$ cat src/hw/rtl/altc_pkg.sv
`timescale 1ns / 1ps
package altc_pkg;

    localparam int KW_W        = 64;
    localparam int CH_W        = 8;
    localparam int IDX_W       = 5;
    localparam int OPC_COUNT_W = 6;
    localparam int DIR_COUNT_W = 4;
    localparam int CFG_IDX_W   = 2;
    localparam int CFG_DATA_W  = 8;
    localparam int TOKCNT_W    = 4;
    localparam int SUM_TOK_W   = 5;

    localparam logic [CH_W-1:0] CH_NUL   = 8'h00;
    localparam logic [CH_W-1:0] CH_SPACE = 8'h20;
    localparam logic [CH_W-1:0] CH_COMMA = 8'h2C;

    localparam logic [CFG_IDX_W-1:0] CFG_OPCODE_COUNT    = 2'd0;
    localparam logic [CFG_IDX_W-1:0] CFG_DIRECTIVE_COUNT = 2'd1;

    typedef enum logic {
        ACT_CHAR  = 1'b0,
        ACT_WRITE = 1'b1
    } t_action;

    typedef enum logic {
        TSEL_OPCODE    = 1'b0,
        TSEL_DIRECTIVE = 1'b1
    } t_table_sel;

    typedef enum logic [2:0] {
        LC_EMPTY       = 3'd0,
        LC_OPCODE      = 3'd1,
        LC_DIRECTIVE   = 3'd2,
        LC_LABEL_OP    = 3'd3,
        LC_LABEL_DIR   = 3'd4,
        LC_LONE_LABEL  = 3'd5,
        LC_INVALID     = 3'd6,
        LC_OVERFLOW    = 3'd7
    } t_line_class;

    typedef enum logic [2:0] {
        M_IDLE,
        M_OP1,
        M_DIR1,
        M_OP2,
        M_DIR2,
        M_DONE
    } t_mstate;

    typedef struct packed {
        logic [SUM_TOK_W-1:0] tokens;
        logic                 overflow;
        logic [1:0]           too_long;
        logic [KW_W-1:0]      text0;
        logic [KW_W-1:0]      text1;
    } t_line_sum;

    typedef struct packed {
        logic             en;
        t_table_sel       sel;
        logic [IDX_W-1:0] idx;
        logic [KW_W-1:0]  keyword;
    } t_kw_write;

    typedef struct packed {
        logic                  en;
        logic [CFG_IDX_W-1:0]  index;
        logic [CFG_DATA_W-1:0] data;
    } t_cfg_write;

endpackage

$ cat src/hw/rtl/altc_if.sv
`timescale 1ns / 1ps
interface altc_item_if;
    logic                         valid;
    logic                         ready;
    logic                         action;
    logic [altc_pkg::CH_W-1:0]    ch;
    logic                         table_select;
    logic [altc_pkg::IDX_W-1:0]   entry_index;
    logic [altc_pkg::KW_W-1:0]    keyword;

    modport source (output valid, action, ch, table_select, entry_index, keyword,
                    input ready);
    modport sink   (input valid, action, ch, table_select, entry_index, keyword,
                    output ready);
endinterface

interface altc_result_if;
    logic                           valid;
    logic                           ready;
    logic [altc_pkg::TOKCNT_W-1:0]  tok_total;
    logic [2:0]                     line_class;

    modport source (output valid, tok_total, line_class, input ready);
    modport sink   (input valid, tok_total, line_class, output ready);
endinterface

interface altc_cfg_if;
    logic                              valid;
    logic                              ready;
    logic [altc_pkg::CFG_IDX_W-1:0]    index;
    logic [altc_pkg::CFG_DATA_W-1:0]   data;

    modport source (output valid, index, data, input ready);
    modport sink   (input valid, index, data, output ready);
endinterface

$ cat src/hw/rtl/asm_line_token_classifier.sv
`timescale 1ns / 1ps
// Line characters and table writes: one transfer per cycle while the input is ready, no result.
// Line end: the first token is looked up in the opcode table and then the directive table,
// and with two or more tokens the second token the same way, until a hit; each table walk is
// bounded by its configured count; one 64-bit comparator walks the tables, then the result loads.
// The input is not ready during that walk, nor while a finished line waits on a held result.
// Synchronous active-low reset clears line state, counts and the result valid flag.
module asm_line_token_classifier #(
    parameter int MAX_TOKENS        = 10,
    parameter int MAX_TOKEN_CHARS   = 49,
    parameter int KEYWORD_CHARS     = 8,
    parameter int OPCODE_ENTRIES    = 32,
    parameter int DIRECTIVE_ENTRIES = 8
) (
    input  logic          i_clk,
    input  logic          i_rst_n,
    altc_item_if.sink     i_item,
    altc_cfg_if.sink      i_cfg,
    altc_result_if.source o_result
);
    import altc_pkg::*;

    logic       w_idle, w_acc, w_char, w_end;
    t_line_sum  w_sum;
    t_kw_write  w_wr;
    t_cfg_write w_cfg;

    assign i_item.ready = w_idle;
    assign w_acc  = i_item.valid && w_idle;
    assign w_char = w_acc && (i_item.action == ACT_CHAR);
    assign w_end  = w_char && (i_item.ch == CH_NUL);

    assign w_wr.en      = w_acc && (i_item.action == ACT_WRITE);
    assign w_wr.sel     = t_table_sel'(i_item.table_select);
    assign w_wr.idx     = i_item.entry_index;
    assign w_wr.keyword = i_item.keyword;

    assign i_cfg.ready = 1'b1;
    assign w_cfg.en    = i_cfg.valid;
    assign w_cfg.index = i_cfg.index;
    assign w_cfg.data  = i_cfg.data;

    altc_scanner #(
        .MAX_TOKENS      (MAX_TOKENS),
        .MAX_TOKEN_CHARS (MAX_TOKEN_CHARS),
        .KEYWORD_CHARS   (KEYWORD_CHARS)
    ) u_scanner (
        .i_clk        (i_clk),
        .i_rst_n      (i_rst_n),
        .i_char_valid (w_char),
        .i_ch         (i_item.ch),
        .o_sum        (w_sum)
    );

    altc_matcher #(
        .KEYWORD_CHARS     (KEYWORD_CHARS),
        .OPCODE_ENTRIES    (OPCODE_ENTRIES),
        .DIRECTIVE_ENTRIES (DIRECTIVE_ENTRIES)
    ) u_matcher (
        .i_clk         (i_clk),
        .i_rst_n       (i_rst_n),
        .i_start       (w_end),
        .i_sum         (w_sum),
        .i_wr          (w_wr),
        .i_cfg         (w_cfg),
        .i_out_ready   (o_result.ready),
        .o_idle        (w_idle),
        .o_out_valid   (o_result.valid),
        .o_tok_total   (o_result.tok_total),
        .o_line_class  (o_result.line_class)
    );

endmodule

$ cat src/hw/rtl/altc_scanner.sv
`timescale 1ns / 1ps
module altc_scanner #(
    parameter int MAX_TOKENS      = 10,
    parameter int MAX_TOKEN_CHARS = 49,
    parameter int KEYWORD_CHARS   = 8
) (
    input  logic                        i_clk,
    input  logic                        i_rst_n,
    input  logic                        i_char_valid,
    input  logic [altc_pkg::CH_W-1:0]   i_ch,
    output altc_pkg::t_line_sum         o_sum
);
    import altc_pkg::*;

    localparam int TW = $clog2(MAX_TOKENS + 1);
    localparam int CW = $clog2(MAX_TOKEN_CHARS + 1);
    localparam logic [TW-1:0] TOK_MAX = TW'(MAX_TOKENS);
    localparam logic [CW-1:0] CHR_MAX = CW'(MAX_TOKEN_CHARS);
    localparam logic [CW-1:0] KW_LEN  = CW'(KEYWORD_CHARS);

    logic [TW-1:0]   r_tokens, n_tokens;
    logic [CW-1:0]   r_chars, n_chars;
    logic            r_inside, n_inside;
    logic [KW_W-1:0] r_text0, n_text0;
    logic [KW_W-1:0] r_text1, n_text1;
    logic [1:0]      r_long, n_long;
    logic            r_ovf, n_ovf;

    logic [CW-1:0]   w_chars_eff;
    logic [TW-1:0]   w_tok_final;
    logic            w_sep;

    assign w_sep = (i_ch == CH_SPACE) || (i_ch == CH_COMMA);

    always_comb begin
        n_tokens    = r_tokens;
        n_chars     = r_chars;
        n_inside    = r_inside;
        n_text0     = r_text0;
        n_text1     = r_text1;
        n_long      = r_long;
        n_ovf       = r_ovf;
        w_chars_eff = r_inside ? r_chars : '0;
        if (i_char_valid) begin
            if (i_ch == CH_NUL) begin
                n_tokens = '0;
                n_chars  = '0;
                n_inside = 1'b0;
                n_text0  = '0;
                n_text1  = '0;
                n_long   = '0;
                n_ovf    = 1'b0;
            end else if (!r_ovf) begin
                if (w_sep) begin
                    if (r_inside) begin
                        n_tokens = r_tokens + TW'(1);
                        n_inside = 1'b0;
                        n_chars  = '0;
                    end
                end else if (!r_inside && (r_tokens >= TOK_MAX)) begin
                    n_ovf = 1'b1;
                end else begin
                    n_inside = 1'b1;
                    if (w_chars_eff >= CHR_MAX) begin
                        n_ovf = 1'b1;
                    end else begin
                        // keep text of the first two tokens only
                        if (r_tokens < TW'(2)) begin
                            if (w_chars_eff < KW_LEN) begin
                                for (int p = 0; p < KW_W / CH_W; p++) begin
                                    if (CW'(p) == w_chars_eff) begin
                                        if (r_tokens == '0) begin
                                            n_text0[p*CH_W +: CH_W] = i_ch;
                                        end else begin
                                            n_text1[p*CH_W +: CH_W] = i_ch;
                                        end
                                    end
                                end
                            end else begin
                                n_long[r_tokens[0]] = 1'b1;
                            end
                        end
                        n_chars = w_chars_eff + CW'(1);
                    end
                end
            end
        end
    end

    always_ff @(posedge i_clk) begin
        if (!i_rst_n) begin
            r_tokens <= '0;
            r_chars  <= '0;
            r_inside <= 1'b0;
            r_text0  <= '0;
            r_text1  <= '0;
            r_long   <= '0;
            r_ovf    <= 1'b0;
        end else begin
            r_tokens <= n_tokens;
            r_chars  <= n_chars;
            r_inside <= n_inside;
            r_text0  <= n_text0;
            r_text1  <= n_text1;
            r_long   <= n_long;
            r_ovf    <= n_ovf;
        end
    end

    // close an open token at the line end
    assign w_tok_final    = r_tokens + TW'(r_inside & ~r_ovf);
    assign o_sum.tokens   = SUM_TOK_W'(w_tok_final);
    assign o_sum.overflow = r_ovf;
    assign o_sum.too_long = r_long;
    assign o_sum.text0    = r_text0;
    assign o_sum.text1    = r_text1;

endmodule

$ cat src/hw/rtl/altc_matcher.sv
`timescale 1ns / 1ps
module altc_matcher #(
    parameter int KEYWORD_CHARS     = 8,
    parameter int OPCODE_ENTRIES    = 32,
    parameter int DIRECTIVE_ENTRIES = 8
) (
    input  logic                              i_clk,
    input  logic                              i_rst_n,
    input  logic                              i_start,
    input  altc_pkg::t_line_sum               i_sum,
    input  altc_pkg::t_kw_write               i_wr,
    input  altc_pkg::t_cfg_write              i_cfg,
    input  logic                              i_out_ready,
    output logic                              o_idle,
    output logic                              o_out_valid,
    output logic [altc_pkg::TOKCNT_W-1:0]     o_tok_total,
    output logic [2:0]                        o_line_class
);
    import altc_pkg::*;

    localparam int OAW = (OPCODE_ENTRIES > 1) ? $clog2(OPCODE_ENTRIES) : 1;
    localparam int DAW = (DIRECTIVE_ENTRIES > 1) ? $clog2(DIRECTIVE_ENTRIES) : 1;
    localparam int MAXE = (OPCODE_ENTRIES > DIRECTIVE_ENTRIES) ?
                          OPCODE_ENTRIES : DIRECTIVE_ENTRIES;
    localparam int KW = $clog2(MAXE + 1);

    logic [KW_W-1:0] op_mem  [OPCODE_ENTRIES];
    logic [KW_W-1:0] dir_mem [DIRECTIVE_ENTRIES];

    logic [OPC_COUNT_W-1:0] r_op_count;
    logic [DIR_COUNT_W-1:0] r_dir_count;

    t_mstate         r_state, n_state;
    t_line_sum       r_sum;
    logic [KW-1:0]   r_k, n_k;
    logic            r_pend, n_pend;
    logic [KW_W-1:0] r_rdata;
    logic [2:0]      r_class, n_class;
    logic            r_out_valid, n_out_valid;
    logic [TOKCNT_W-1:0] r_out_tok;
    logic [2:0]      r_out_class;

    logic [KW_W-1:0] w_kw_norm;
    logic [KW-1:0]   w_op_cnt, w_dir_cnt, w_cnt;
    logic            w_sel_op, w_tok1, w_long, w_hit, w_issue, w_load;
    logic [KW_W-1:0] w_text;

    // clear bytes from the first zero byte on and beyond the keyword length
    always_comb begin
        logic alive;
        alive     = 1'b1;
        w_kw_norm = '0;
        for (int p = 0; p < KW_W / CH_W; p++) begin
            if (i_wr.keyword[p*CH_W +: CH_W] == CH_NUL) begin
                alive = 1'b0;
            end
            if (alive && (p < KEYWORD_CHARS)) begin
                w_kw_norm[p*CH_W +: CH_W] = i_wr.keyword[p*CH_W +: CH_W];
            end
        end
    end

    always_ff @(posedge i_clk) begin
        if (i_wr.en && (i_wr.sel == TSEL_OPCODE) && (32'(i_wr.idx) < OPCODE_ENTRIES)) begin
            op_mem[OAW'(i_wr.idx)] <= w_kw_norm;
        end
        if (i_wr.en && (i_wr.sel == TSEL_DIRECTIVE) &&
            (32'(i_wr.idx) < DIRECTIVE_ENTRIES)) begin
            dir_mem[DAW'(i_wr.idx)] <= w_kw_norm;
        end
    end

    always_ff @(posedge i_clk) begin
        if (w_issue) begin
            r_rdata <= w_sel_op ? op_mem[OAW'(r_k)] : dir_mem[DAW'(r_k)];
        end
    end

    always_ff @(posedge i_clk) begin
        if (!i_rst_n) begin
            r_op_count  <= '0;
            r_dir_count <= '0;
        end else if (i_cfg.en) begin
            if (i_cfg.index == CFG_OPCODE_COUNT) begin
                r_op_count <= i_cfg.data[OPC_COUNT_W-1:0];
            end else if (i_cfg.index == CFG_DIRECTIVE_COUNT) begin
                r_dir_count <= i_cfg.data[DIR_COUNT_W-1:0];
            end
        end
    end

    assign w_op_cnt  = (32'(r_op_count) > OPCODE_ENTRIES) ? KW'(OPCODE_ENTRIES)
                                                          : KW'(r_op_count);
    assign w_dir_cnt = (32'(r_dir_count) > DIRECTIVE_ENTRIES) ? KW'(DIRECTIVE_ENTRIES)
                                                              : KW'(r_dir_count);

    assign w_sel_op = (r_state == M_OP1) || (r_state == M_OP2);
    assign w_tok1   = (r_state == M_OP2) || (r_state == M_DIR2);
    assign w_text   = w_tok1 ? r_sum.text1 : r_sum.text0;
    assign w_long   = r_sum.too_long[w_tok1];
    assign w_cnt    = w_sel_op ? w_op_cnt : w_dir_cnt;
    // shared comparator
    assign w_hit    = r_pend && (r_rdata == w_text);
    assign w_load   = !r_out_valid || i_out_ready;

    always_comb begin
        n_state     = r_state;
        n_k         = r_k;
        n_pend      = r_pend;
        n_class     = r_class;
        n_out_valid = r_out_valid && !i_out_ready;
        w_issue     = 1'b0;
        case (r_state)
            M_IDLE: begin
                n_k    = '0;
                n_pend = 1'b0;
                if (i_start) begin
                    if (i_sum.overflow) begin
                        n_class = LC_OVERFLOW;
                        n_state = M_DONE;
                    end else if (i_sum.tokens == '0) begin
                        n_class = LC_EMPTY;
                        n_state = M_DONE;
                    end else begin
                        n_state = M_OP1;
                    end
                end
            end
            M_OP1, M_DIR1, M_OP2, M_DIR2: begin
                if (!w_long && w_hit) begin
                    n_k     = '0;
                    n_pend  = 1'b0;
                    n_state = M_DONE;
                    case (r_state)
                        M_OP1:   n_class = LC_OPCODE;
                        M_DIR1:  n_class = LC_DIRECTIVE;
                        M_OP2:   n_class = LC_LABEL_OP;
                        default: n_class = LC_LABEL_DIR;
                    endcase
                end else if (!w_long && (r_k < w_cnt)) begin
                    w_issue = 1'b1;
                    n_k     = r_k + KW'(1);
                    n_pend  = 1'b1;
                end else begin
                    // table exhausted or token too long: move to the next lookup or finish the line
                    n_k    = '0;
                    n_pend = 1'b0;
                    case (r_state)
                        M_OP1:   n_state = M_DIR1;
                        M_DIR1: begin
                            if (r_sum.tokens < SUM_TOK_W'(2)) begin
                                n_class = LC_LONE_LABEL;
                                n_state = M_DONE;
                            end else begin
                                n_state = M_OP2;
                            end
                        end
                        M_OP2:   n_state = M_DIR2;
                        default: begin
                            n_class = LC_INVALID;
                            n_state = M_DONE;
                        end
                    endcase
                end
            end
            M_DONE: begin
                if (w_load) begin
                    n_out_valid = 1'b1;
                    n_state     = M_IDLE;
                end
            end
            default: n_state = M_IDLE;
        endcase
    end

    always_ff @(posedge i_clk) begin
        if (!i_rst_n) begin
            r_state     <= M_IDLE;
            r_k         <= '0;
            r_pend      <= 1'b0;
            r_out_valid <= 1'b0;
        end else begin
            r_state     <= n_state;
            r_k         <= n_k;
            r_pend      <= n_pend;
            r_out_valid <= n_out_valid;
        end
    end

    always_ff @(posedge i_clk) begin
        r_class <= n_class;
        if (i_start) begin
            r_sum <= i_sum;
        end
        if ((r_state == M_DONE) && w_load) begin
            r_out_tok   <= r_sum.tokens[TOKCNT_W-1:0];
            r_out_class <= r_class;
        end
    end

    assign o_idle        = (r_state == M_IDLE);
    assign o_out_valid   = r_out_valid;
    assign o_tok_total   = r_out_tok;
    assign o_line_class  = r_out_class;

endmodule

$ cat src/flat_wrapper.sv
// flat-port wrapper written by rule: the top's interface ports become plain ports
module asm_line_token_classifier_flat import altc_pkg::*;
#(
    parameter int MAX_TOKENS        = 10,
    parameter int MAX_TOKEN_CHARS   = 49,
    parameter int KEYWORD_CHARS     = 8,
    parameter int OPCODE_ENTRIES    = 32,
    parameter int DIRECTIVE_ENTRIES = 8
)
  (i_clk, i_rst_n, i_item_valid, i_item_action, i_item_ch, i_item_table_select, i_item_entry_index, i_item_keyword, i_item_ready, i_cfg_valid, i_cfg_index, i_cfg_data, i_cfg_ready, o_result_valid, o_result_tok_total, o_result_line_class, o_result_ready);
  altc_item_if i_item_i ();
  altc_cfg_if i_cfg_i ();
  altc_result_if o_result_i ();
  input  logic i_clk;
  input  logic i_rst_n;
  input wire logic [$bits(i_item_i.valid)-1:0] i_item_valid;
  input wire logic [$bits(i_item_i.action)-1:0] i_item_action;
  input wire logic [$bits(i_item_i.ch)-1:0] i_item_ch;
  input wire logic [$bits(i_item_i.table_select)-1:0] i_item_table_select;
  input wire logic [$bits(i_item_i.entry_index)-1:0] i_item_entry_index;
  input wire logic [$bits(i_item_i.keyword)-1:0] i_item_keyword;
  output wire logic [$bits(i_item_i.ready)-1:0] i_item_ready;
  input wire logic [$bits(i_cfg_i.valid)-1:0] i_cfg_valid;
  input wire logic [$bits(i_cfg_i.index)-1:0] i_cfg_index;
  input wire logic [$bits(i_cfg_i.data)-1:0] i_cfg_data;
  output wire logic [$bits(i_cfg_i.ready)-1:0] i_cfg_ready;
  output wire logic [$bits(o_result_i.valid)-1:0] o_result_valid;
  output wire logic [$bits(o_result_i.tok_total)-1:0] o_result_tok_total;
  output wire logic [$bits(o_result_i.line_class)-1:0] o_result_line_class;
  input wire logic [$bits(o_result_i.ready)-1:0] o_result_ready;
  assign i_item_i.valid = i_item_valid;
  assign i_item_i.action = i_item_action;
  assign i_item_i.ch = i_item_ch;
  assign i_item_i.table_select = i_item_table_select;
  assign i_item_i.entry_index = i_item_entry_index;
  assign i_item_i.keyword = i_item_keyword;
  assign i_item_ready = i_item_i.ready;
  assign i_cfg_i.valid = i_cfg_valid;
  assign i_cfg_i.index = i_cfg_index;
  assign i_cfg_i.data = i_cfg_data;
  assign i_cfg_ready = i_cfg_i.ready;
  assign o_result_valid = o_result_i.valid;
  assign o_result_tok_total = o_result_i.tok_total;
  assign o_result_line_class = o_result_i.line_class;
  assign o_result_i.ready = o_result_ready;
  asm_line_token_classifier #(.MAX_TOKENS(MAX_TOKENS), .MAX_TOKEN_CHARS(MAX_TOKEN_CHARS), .KEYWORD_CHARS(KEYWORD_CHARS), .OPCODE_ENTRIES(OPCODE_ENTRIES), .DIRECTIVE_ENTRIES(DIRECTIVE_ENTRIES)) u_core (.i_clk(i_clk), .i_rst_n(i_rst_n), .i_item(i_item_i), .i_cfg(i_cfg_i), .o_result(o_result_i));
endmodule
$ cat config.mk
export PLATFORM = sky130hd
export DESIGN_NAME = asm_line_token_classifier_flat
export DESIGN_NICKNAME = d
export VERILOG_FILES = /design/src/hw/rtl/altc_pkg.sv /design/src/hw/rtl/altc_if.sv /design/src/hw/rtl/asm_line_token_classifier.sv /design/src/hw/rtl/altc_scanner.sv /design/src/hw/rtl/altc_matcher.sv /design/src/flat_wrapper.sv
export SDC_FILE = /design/constraint.sdc
export NUM_CORES = 2
export LEC_CHECK = 0
export CAP_MARGIN = 10
export CORE_AREA = 2 2 464 466
export DETAILED_ROUTE_END_ITERATION = 10
export DIE_AREA = 0 0 466 468
export DONT_BUFFER_PORTS = 1
export GPL_TIMING_DRIVEN = 0
export MAX_ROUTING_LAYER = met4
export PLACE_DENSITY = 0.72
export SLEW_MARGIN = 20
export SYNTH_ARGS = -nofsm -noshare
export SYNTH_HDL_FRONTEND = slang
export SYNTH_SLANG_ARGS = --single-unit
$ cat constraint.sdc
create_clock -name i_clk -period 6.9 [get_ports i_clk]
set_clock_uncertainty 0.2 [all_clocks]
set_input_delay 1.38 -clock i_clk [delete_from_list [all_inputs] [get_ports i_clk]]
set_output_delay 1.38 -clock i_clk [all_outputs]
set_load 0.02 [all_outputs]
After elaboration in Yosys (flattened, before gate mapping)
Memory sizes are Yosys's and may differ from the RTL's. A register that Yosys moved wholly into a read port is not among the register bits.
Cells that the tools add are included.
{"block": "classes", "n_addsub": 4, "order_cmp": 12, "n_eq_ne": 31, "muxes": 119, "n_bitwise": 6, "reduce_logical": 76}
{"cell": "$mux W64", "count": 16}
{"cell": "$mux W8", "count": 26}
{"cell": "$reduce_and A9 Y1", "count": 16}
{"cell": "$logic_not A8 Y1", "count": 9}
{"cell": "$mux W6", "count": 11}
{"cell": "$eq A64 B64 Y1", "count": 1}
{"cell": "$mux W3", "count": 15}
{"cell": "$mux W1", "count": 29}
{"cell": "$reduce_bool A2 Y1", "count": 14}
{"cell": "$pmux W3 S3", "count": 3}
{"cell": "$eq A3 B6 Y1 const A", "count": 4}
{"cell": "$mux W4", "count": 5}
{"cell": "$eq A8 B6 Y1 const B", "count": 2}
{"cell": "$logic_and A1 B1 Y1", "count": 14}
{"cell": "$mux W2", "count": 7}
{"cell": "$add A6 B1 Y6 const B", "count": 2}
{"cell": "$eq A2 B6 Y1 const A", "count": 2}
{"cell": "$ne A2 B1 Y1 const B", "count": 6}
{"cell": "$pmux W3 S2", "count": 2}
{"cell": "$pmux W6 S2", "count": 1}
{"cell": "$mux W5", "count": 2}
{"cell": "$ne A3 B2 Y1 const B", "count": 3}
{"cell": "$ne A3 B3 Y1 const B", "count": 3}
{"cell": "$reduce_and A3 Y1", "count": 3}
{"cell": "other kinds (39)", "count": 52}
{"block": "word_totals", "register_bits": 371, "ramBits": 2560, "inputBits": 94, "out_inout_bits": 10, "word_cells": 285, "n_memories": 2}
{"name": "u_core.u_matcher.op_mem", "words": 32, "width": 64, "read_ports": 1, "rd_clocked_by_memory_dff": 1, "wr": 1, "line": "altc_matcher.sv:27", "text": "logic [KW_W-1:0] op_mem [OPCODE_ENTRIES];"}
{"name": "u_core.u_matcher.dir_mem", "words": 8, "width": 64, "read_ports": 1, "rd_clocked_by_memory_dff": 1, "wr": 1, "line": "altc_matcher.sv:28", "text": "logic [KW_W-1:0] dir_mem [DIRECTIVE_ENTRIES];"}

Depth between registers and ports, before layout
{"block": "depth", "ltp_word": 12, "mapped_depth": 16, "ltp_nobuf": 12}

By module
From an unflattened synthesis, not the netlist that was laid out.
{"block": "unflattened", "cells_unflattened": 5574, "hier_area_um2": 115339.4}
{"mod": "altc_matcher", "instances": 1, "cells_each": 4905, "area_per_inst_um2": 109316.1, "seq_area_each_um2": 83670.2}
{"mod": "altc_scanner", "instances": 1, "cells_each": 661, "area_per_inst_um2": 5970.7, "seq_area_each_um2": 2842.7}
{"mod": "asm_line_token_classifier", "instances": 1, "cells_each": 8, "area_per_inst_um2": 52.6, "seq_area_each_um2": 0.0}

Worst setup path before layout
OpenSTA, ideal clock, no wires.
{"block": "synth_timing", "path_kind": "input to register", "startpoint": "in i_item_valid", "endpoint": "mem u_core.u_matcher.dir_mem[0][0], enable pin", "setup_ns": 0.564, "t_arrival_ns": 6.099, "required_time_ns": 6.136, "slack_ns": 0.036, "path_stages": 4, "n_path_buf": 0, "path_cell_list": "nand3_1 -> inv_1 -> nand4b_1 -> nor3_1"}
{"block": "synth_via", "elab_chain_cells": 6}
{"item": "from (decl)", "line": "flat_wrapper.sv:16", "text": "input wire logic [$bits(i_item_i.valid)-1:0] i_item_valid;"}
{"item": "$logic_and A1 B1 Y1", "line": "asm_line_token_classifier.sv:29", "text": "assign w_acc = i_item.valid && w_idle;"}
{"item": "$logic_and A1 B1 Y1", "line": "asm_line_token_classifier.sv:33", "text": "assign w_wr.en = w_acc && (i_item.action == ACT_WRITE);"}
{"item": "$logic_and A1 B1 Y1 (2 in series)", "line": "altc_matcher.sv:67", "text": "if (i_wr.en && (i_wr.sel == TSEL_DIRECTIVE) &&"}
{"item": "$mux W1", "line": "altc_matcher.sv:67"}
{"item": "$mux W1 (not written as such)", "line": "altc_matcher.sv:69", "text": "dir_mem[DAW'(i_wr.idx)] <= w_kw_norm;"}
{"item": "to (decl)", "line": "altc_matcher.sv:28"}
Every way passes these cells.

Worst setup path after layout
{"block": "layout_timing", "startpoint": "reg u_core.u_matcher.r_state[0]", "endpoint": "reg u_core.u_matcher.r_rdata[46], enable pin"}
{"block": "layout_via", "elab_chain_cells": 9, "elab_cells_between_ends": 20, "cone_classes": "order compare (1); eq/ne (5); mux (7); reduce/logical (7)"}
{"item": "from (decl)", "line": "altc_matcher.sv:33", "text": "t_mstate r_state, n_state;"}
{"item": "from (signal assigned)", "line": "altc_matcher.sv:183", "text": "r_state <= n_state;"}
{"item": "branches (longest 8 deep; another with $lt A6 B6 Y1)"}
{"item": "$mux W1 (*)", "line": "altc_matcher.sv:113", "text": "case (r_state)"}
{"item": "to (signal assigned)", "line": "altc_matcher.sv:75", "text": "r_rdata <= w_sel_op ? op_mem[OAW'(r_k)] : dir_mem[DAW'(r_k)];"}
{"item": "to (decl)", "line": "altc_matcher.sv:37", "text": "logic [KW_W-1:0] r_rdata;"}
Every way passes the cells marked *. The select of a mux whose other input is x is not followed.
A chain may end at the register's enable or synchronous reset.

==> reports/metrics.cfg <==
[setup_path]
critical_path_arrival_ps = 7030
cp-startpoint = u_core.u_matcher.r_state[0]$_SDFFE_PN0P_
worstReg2RegStart = u_core.u_matcher.r_state[0]$_SDFFE_PN0P_
r2r_slack_ps = 240
critPathKind = reg -> reg
critPathMaxFanout = 40
worstSetupEndpointType = flip-flop
regToRegEndpoint = u_core.u_matcher.r_rdata[46]$_DFFE_PP_
r2r_cells = 17
required_ps = 7270
cp-start-kind = flip-flop
crit_end = u_core.u_matcher.r_rdata[46]$_DFFE_PP_

[route]
first_iter_violations = 9998
postRouteAntennaNets = 0
drcViolationCount = 0
wl_mm = 360
vias = 64000
viasPerCell = 6.86
wl_per_cell_um = 38.6
dr.pass1.iters = 8

[outcome]
status = finished, final reports clean

[finish]
design_area_mm2 = 0.134
final_nets = 6358
drive_gt1_frac = 0.249
final_common_cell = edfxtp_1
final_cell_mix = edfxtp_1 (2768), mux4_2 (768), clkbuf_16 (314)
area_growth_pct = 15.3

[floorplan]
ios = 104
initial_core_util = 0.546
die_area_mm2 = 0.218
num_rows = 170
core_region_area_mm2 = 0.213
fp.dieW_um = 466
die_y_um = 468

[logic_synthesis]
synth_mux_area_frac = 0.166
synth_async_sr_flop_share = 0
ys_seq_area_frac = 0.743
netlist_instances = 5747
synth_compound_area_frac = 0.0313
syn_area_per_cell_um2 = 20.3
synth_cell_types = 89
synth-simple-area-share = 0.0428
synth_seq_cells = 2936
yosysWarnings = 0
synth_adder_area_share = 0.00172
yosys.area_share.xor_xnor = 0.00150
synth-edff-count = 2768
synth_top_family_by_area = multiplexers
synth_nets = 5857
ys.flop_type = edfxtp_1
syn_area_mm2 = 0.116

[power_and_ir_drop]
power.leakage_nw = 41.2
power.total_mw = 39.8
powerDensity_mw_per_mm2 = 296
power.ir.vdd_worst_mv = 0.269

[grt]
antenna_found_initial = 17
grt_max_degree = 73
grt_first_pass_wirelength_mm = 496
grt_use_total = 0.341
overflow = 0
grt_pass1_vias = 62300

[clocking]
post-cts-setup-buffer-count = 0
cts-resized-gates = 3
holdBufCountCts = 0
htree_levels = 5
ctsLongestPathBuffers = 4
clock-sinks = 2936
clock_latency_ps = 960
path_clk_slew_ps = 60
tritoncts = yes
cts_buffers = 306
cts-root-buf = clkbuf_16

[sta]
worst_pin_slew_ps = 1250
finalSetupViolCount = 0
tns_ps = 0
maxSlewHeadroom = 0.166
period_needed_ps = 6660
fmax_mhz = 150
rsz0062_at_grt = no
report.final.slew_viol_count = 0
fin_crit_sh = 0.965
hold_violations = 0

[placement]
dp_hpwl_mm = 242
io_buffers = 0
place_congestion = 1.03
dpl-instance-area_mm2 = 0.124

[hold_path]
min_path_cells = 0
hold_class = reg -> reg

[flow_run]
drv_cap = 0

[logic make-up after synthesis]
kind of cell / Yosys count
AO/OA/AOI/OAI: 528
XOR/XNOR: 20
adder cells (fa/ha/maj): 16
buffers and inverters: 407
flip-flops: 2936
multiplexers: 971
other: 1
AND/OR/NAND/NOR: 868
[critical path: stages, from the launching register on]
cell and delay, ps:
dfxtp_1 350, buf_2 280, nor2b_1 610, clkbuf_2 450, clkbuf_2 430, clkbuf_2 520
clkbuf_2 450, buf_1 440, nand3_1 150, ha_1 310, a21o_1 160, a21oi_1 130
and3_1 150, clkbuf_1 230, buf_2 280, nand2_1 170, inv_4 500, buf_16 300
[where the power goes]
| part | internal, mW | switching [mW] |
|---|---|---|
| clock network | 9.37 | 6.73 |
| logic | 1.06 | 2.82 |
| registers | 19.7 | 0.116 |
[worst min-delay path by stage]
stage | slack, ps | from | end
global placement | 200 | u_core.u_matcher.r_class[0]$_DFFE_PP_ | u_core.u_matcher.o_line_class[0]$_DFFE_PP_
floorplan | 200 | u_core.u_matcher.r_class[0]$_DFFE_PP_ | u_core.u_matcher.o_line_class[0]$_DFFE_PP_
detailed placement | 210 | u_core.u_matcher.r_class[0]$_DFFE_PP_ | u_core.u_matcher.o_line_class[0]$_DFFE_PP_
global route | 220 | u_core.u_scanner.r_text0[7]$_SDFFE_PN0P_ | u_core.u_matcher.r_sum[71]$_DFFE_PP_
finish | 200 | u_core.u_scanner.r_text0[7]$_SDFFE_PN0P_ | u_core.u_matcher.r_sum[71]$_DFFE_PP_
CTS | 200 | u_core.u_scanner.r_text0[7]$_SDFFE_PN0P_ | u_core.u_matcher.r_sum[71]$_DFFE_PP_
[through the flow]
| step | utilization | setup slack (ps) | hold WS (ps) | std cells |
|---|---|---|---|---|
| finish | 0.629 | 244 | 203 | 9333 |
| global route | 0.629 | 118 | 219 | 9325 |
| CTS | 0.628 | 150 | 202 | 9307 |
| detailed placement | 0.583 | -648 | 205 | 8775 |
| global placement | 0.562 | -6660 | 204 | 8585 |
| floorplan | - | 36.2 | 200 | 5747 |
[final cells by class]
cell class | count | area, um^2
inverter | 65 | 254
clock inverter | 165 | 1490
buffer | 342 | 1440
sequential | 2936 | 86500
clock buffer | 367 | 8130
tap | 2838 | 3550
antenna | 23 | 57.6
timing repair buffer | 193 | 4030
fill | 14000 | 79200
multi-input combinational | 2404 | 28800
[metal layers]
layer,up-vias,part of all wire,track usage
met5,-,0,-
li1,24900,-,-
met3,967,0.10,0.0697
met4,0,0.061,0.174
met1,33500,0.36,0.442
met2,4683,0.47,0.516
[Yosys cell counts, drive strengths merged, types with 18 or more instances]
| cell type | instances | area share |
|---|---|---|
| nand2b | 64 | 0.0034 |
| nand3b | 22 | 0.0014 |
| dfxtp | 168 | 0.029 |
| a32oi | 18 | 0.0014 |
| a211oi | 74 | 0.0048 |
| o22ai | 46 | 0.0025 |
| nor2 | 160 | 0.0053 |
| a31oi | 26 | 0.0014 |
| nand2 | 93 | 0.0030 |
| a22oi | 26 | 0.0017 |
| nand4 | 31 | 0.0018 |
| nor4 | 29 | 0.0017 |
| o21ai | 50 | 0.0021 |
| nor3b | 29 | 0.0019 |
| buf | 118 | 0.0044 |
| nand3 | 35 | 0.0015 |
| mux2i | 203 | 0.017 |
| nor3 | 24 | 0.0010 |
| mux4 | 768 | 0.15 |
| a21oi | 125 | 0.0054 |
| inv | 63 | 0.0020 |
| edfxtp | 2768 | 0.71 |
| and2 | 52 | 0.0028 |
| clkbuf | 224 | 0.0072 |
| o211ai | 18 | 0.0012 |
| o2111ai | 24 | 0.0018 |
| nor2b | 250 | 0.013 |
[sequential cells by signal, indices dropped and copies added (netlist names), 3 cells and up, named ones only]
register,flops
u_core.u_scanner.r_text0,64
u_core.u_scanner.r_tokens,4
u_core.u_matcher.r_state,3
u_core.u_matcher.r_dir_count,4
u_core.u_matcher.r_sum,134
u_core.u_matcher.r_rdata,64
u_core.u_matcher.dir_mem,512
u_core.u_scanner.r_text1,64
u_core.u_matcher.r_k,6
u_core.u_matcher.o_line_class,3
u_core.u_matcher.r_class,3
u_core.u_matcher.r_op_count,6
u_core.u_matcher.op_mem,2048
u_core.u_scanner.r_chars,6
u_core.u_matcher.o_tok_total,4
Note: power is estimated with default switching activity, not from simulation.
